--- config.mk ---
export PLATFORM = sky130hd
export DESIGN_NAME = tei_divider
export DESIGN_NICKNAME = d
export VERILOG_FILES = /design/src/rtl/tei_divider.sv
export SDC_FILE = /design/constraint.sdc
export NUM_CORES = 1
export LEC_CHECK = 0
export BUFFER_PORTS_ARGS = -buffer_cell sky130_fd_sc_hd__buf_4
export CORE_MARGIN = 10
export CORE_UTILIZATION = 47
export DETAILED_ROUTE_END_ITERATION = 8
export GPL_ROUTABILITY_DRIVEN = 1
export PLACE_DENSITY = 0.85
export SLEW_MARGIN = 20
export SYNTH_ARGS = -nofsm -noshare
export SYNTH_HDL_FRONTEND = slang
export SYNTH_SLANG_ARGS = --single-unit
--- constraint.sdc ---
create_clock -name clk -period 1.9 [get_ports clk]
set_input_delay 0.19 -clock clk [delete_from_list [all_inputs] [get_ports clk]]
set_output_delay 0.19 -clock clk [all_outputs]
set_load 0.03 [all_outputs]
--- src/rtl/tei_divider.sv ---
// ----------------------------------------------------------------------------
// Tree ensemble inference divider
// Restoring unsigned divider, one quotient bit per cycle.
// ----------------------------------------------------------------------------
module tei_divider #(
    parameter  int NUM_W = 22,
    parameter  int DEN_W = 7,
    localparam int CNT_W = $clog2(NUM_W + 1)
) (
    input  logic             clk,
    input  logic             rst_n,
    input  logic             start,
    input  logic [NUM_W-1:0] dividend,
    input  logic [DEN_W-1:0] divisor,
    output logic             done,
    output logic [NUM_W-1:0] quotient
);

    logic             busy_reg;
    logic             busy_next;
    logic             done_reg;
    logic             done_next;
    logic [CNT_W-1:0] cnt_reg;
    logic [CNT_W-1:0] cnt_next;
    logic [DEN_W-1:0] rem_reg;
    logic [DEN_W-1:0] rem_next;
    logic [NUM_W-1:0] quo_reg;
    logic [NUM_W-1:0] quo_next;
    logic [DEN_W:0]   trial;
    logic [DEN_W:0]   diff;
    logic             fits;

    // Shift the next dividend bit into the partial remainder and try a subtract
    assign trial = {rem_reg, quo_reg[NUM_W-1]};
    assign diff  = trial - {1'b0, divisor};
    assign fits  = trial >= {1'b0, divisor};

    always_comb
    begin
        busy_next = busy_reg;
        done_next = 1'b0;
        cnt_next  = cnt_reg;
        rem_next  = rem_reg;
        quo_next  = quo_reg;
        if (start)
        begin
            busy_next = 1'b1;
            cnt_next  = CNT_W'(NUM_W);
            rem_next  = '0;
            quo_next  = dividend;
        end
        else if (busy_reg)
        begin
            rem_next = fits ? diff[DEN_W-1:0] : trial[DEN_W-1:0];
            quo_next = {quo_reg[NUM_W-2:0], fits};
            cnt_next = cnt_reg - CNT_W'(1);
            if (cnt_reg == CNT_W'(1))
            begin
                busy_next = 1'b0;
                done_next = 1'b1;
            end
        end
    end

    // Hold control state
    always_ff @(posedge clk or negedge rst_n)
    begin
        if (!rst_n)
        begin
            busy_reg <= 1'b0;
            done_reg <= 1'b0;
            cnt_reg  <= '0;
        end
        else
        begin
            busy_reg <= busy_next;
            done_reg <= done_next;
            cnt_reg  <= cnt_next;
        end
    end

    // Hold remainder and quotient
    always_ff @(posedge clk)
    begin
        rem_reg <= rem_next;
        quo_reg <= quo_next;
    end

    assign done     = done_reg;
    assign quotient = quo_reg;

endmodule

==> flow_summary.yaml <==
drt:
  antenna_left: 0
  drt_iter0_markers: 87
  dr.pass1.iters: 4
  wl_per_cell_um: 17.2
  via_per_inst: 5.45
  vias: 1630
  drt_wl_total_um: 5140
  drc_errors: 0
timing:
  finClkSkew_ps: 3.40
  finalCriticalPeriod_ps: 1940
  worstMarginPinSlew_ps: 507
  fmax_mhz: 515
  fin_ws_ps: -42.2
  finalCritPeriodShare: 1.02
  finalHoldViolCount: 0
  tns_ps: -148
  rsz0062_at_grt: "yes"
  maxSlewViolCount: 0
  relSlewSlack: 0.662
  finalSetupViolations: 6
yosys:
  synth_edf_count: 22
  syn_nets: 223
  synth_most_common_cell: "edfxtp_1"
  yosys_warnings: 0
  synth.distinct_cells: 48
  synth.avg_cell_area_sq_um: 11.5
  synth_top_area_cell: "edfxtp_1"
  async_flop_share: 0.194
  synth_seq_area_share: 0.467
  synth.cell_area_sq_um: 2090
  postSynthCellCount: 181
  synth_area_leaders: "edfxtp_1, mux2_2, dfrtp_1"
  yosys-top-cells-count: "edfxtp_1, mux2_2, inv_1"
  synth_seq_cells: 36
  synth_top_area_frac: 0.316
  ys.flop_type: "edfxtp_1"
worst_setup_path:
  endpoint_kind: "flop"
  crit_start: "quotient[21]$_DFFE_PP_"
  r2r_start: "quotient[21]$_DFFE_PP_"
  r2r_cells: 7
  reg2reg_slack_ps: -40
  start_kind: "flop"
  cp-endpoint: "rem_reg[0]$_SDFFE_PP0P_"
  path_class: "flop to flop"
  cp.arrival_ps: 2140
  timing.rr.end: "rem_reg[0]$_SDFFE_PP0P_"
  cp_data_required_time_ps: 2100
  path_max_fanout: 6
floorplanning:
  initial_utilization: 0.483
  dieArea_sq_um: 7510
  num_rows: 24
  ios: 55
  die_h_um: 86.7
  core_sq_um: 4320
  die_x_um: 86.7
power_and_ir_drop:
  netSwitchingFraction: 0.334
  peakVddDrop_v: 0.000668
  combPwrFrac: 0.414
  p_leak_nw: 1.21
  powerDensity_nw_per_um2: 1060
  seq_power_share: 0.355
  power.internal_w: 0.00198
  clkPwrFrac: 0.231
  power_w: 0.00297
  switching_power_w: 0.000993
clock_network:
  cts_buffer_depth: 2
  clkTransAtPathRegs_ps: 70
  htreeDepth: 2
  cts-root-buf: "clkbuf_8"
  cts-buffers-inserted: 5
  tritoncts: "yes"
  cts.sinks: 36
  clkLatencyLatePin_ps: 290
global_routing:
  antenna_found_initial: 0
  track_usage: 0.134
  grt_pass1_vias: 1664
  grt_overflow: 0
  grt_pass1_wl_um: 8040
  grt_max_degree: 26
hold_path:
  hold_start: "dividend[3]"
  worst_hold_path_type: "input pin to flop"
status:
  violations: "setup timing"
  status: "finished with violations"
placement:
  post-place-cells: 286
  dp_hpwl_um: 3850
  routabilityCongestion: 0.788
  port_buffers: 54
  place_ws_ps: -43.1
cells_and_area:
  num_antenna_cells: 0
  final_cells: 299
  layout-drive-gt1-share: 0.474
  syn2layout_area_growth_pct: 33.8
  fin_nets: 288
  largest_reg_flops: 22
run:
  max_cap_violations: 0
## worst min-delay path by stage
stage                        endpoint  slack (ps)  cells after the start
6_report        quotient[3]$_DFFE_PP_         200                      2
5_1_grt        quotient[12]$_DFFE_PP_         190                      2
4_1_cts         quotient[3]$_DFFE_PP_         190                      2
3_5_place_dp           done$_DFF_PN0_           7                      1
3_3_place_gp           done$_DFF_PN0_           6                      1
2_1_floorplan      busy_reg$_DFF_PN0_        -110                      0
## per-layer routing
| metal | part of all wire | vias to the layer above | global-route usage |
|---|---|---|---|
| met3 | 0.054 | 8 | 0.0422 |
| li1 | - | 789 | - |
| met5 | 0 | - | 0 |
| met2 | 0.57 | 45 | 0.244 |
| met4 | 0.011 | 0 | 0.0353 |
| met1 | 0.37 | 788 | 0.145 |
## worst max-delay path: stages (launching register included)
cell      delay [ps]
edfxtp_1         370
inv_2             60
ha_4             160
fa_2             330
nand2b_4         150
a211o_1          310
and3_4           230
a311oi_2         250
## cell families (layout without fill, tap and decap cells)
kind of cell | Yosys count | in the layout | share of synthesized area
buf+inv | 24 | 90 | 0.0557
fa+ha+maj | 10 | 10 | 0.0635
simple gates | 49 | 49 | 0.134
mux | 22 | 22 | 0.118
compound gates | 34 | 34 | 0.137
flops | 36 | 36 | 0.467
xor+xnor | 6 | 6 | 0.0251
## power groups by stage
stage               combinational (W)  clock [W]  sequential (W)
floorplan                    0.000731          0         0.00117
global placement              0.00112          0         0.00106
detailed placement            0.00116          0         0.00107
CTS                           0.00119   0.000703         0.00105
global route                  0.00134   0.000733         0.00107
finish                        0.00123   0.000687         0.00106
## cell type report
cell class / count / area, sq um
tap: 52 / 65.1
clock inverter: 2 / 33.8
fill: 329 / 1530
clock buffer: 6 / 82.6
multi-input combinational: 121 / 1070
timing repair buffer: 68 / 517
sequential: 36 / 976
inverter: 14 / 52.6
## repair_timing
item | 4_1_cts | 5_1_grt
setup endpoints to repair | 6 | 8
hold endpoints to repair | 7 | 0
buffers inserted | 2 | 2
gates resized for setup | 4 | 4
pin swaps | 2 | 3
hold buffers | 1 | 0
## metrics by stage
step                       util  hold slack (ps)  cell area (sq um)
after global placement    0.599             6.48               2590
after global routing      0.647              187               2800
after floorplan               -             -106               2120
after detailed placement  0.599             7.20               2590
final                     0.647              204               2800
after CTS                 0.638              192               2760
## layout by cell type, fill, tap and decap left out, types with 2 or more instances in the layout
| master | n |
|---|---|
| buf_4 | 66 |
| nand4_1 | 2 |
| a311oi_2 | 2 |
| clkbuf_8 | 6 |
| dfxtp_1 | 7 |
| nor3_1 | 3 |
| edfxtp_1 | 22 |
| dfrtp_1 | 7 |
| ha_1 | 8 |
| a31oi_1 | 2 |
| o21ai_0 | 4 |
| inv_1 | 13 |
| nand2_1 | 8 |
| a41oi_2 | 4 |
| or2_2 | 3 |
| o31ai_1 | 2 |
| a211oi_1 | 2 |
| mux2_2 | 21 |
| xnor2_1 | 5 |
| nor2b_1 | 4 |
| nand2b_1 | 4 |
| nor2_1 | 10 |
| o21bai_1 | 2 |
| a21o_1 | 2 |
| nor3b_1 | 6 |
| o21a_1 | 2 |
No activity file was read; power rests on OpenSTA's default activity.
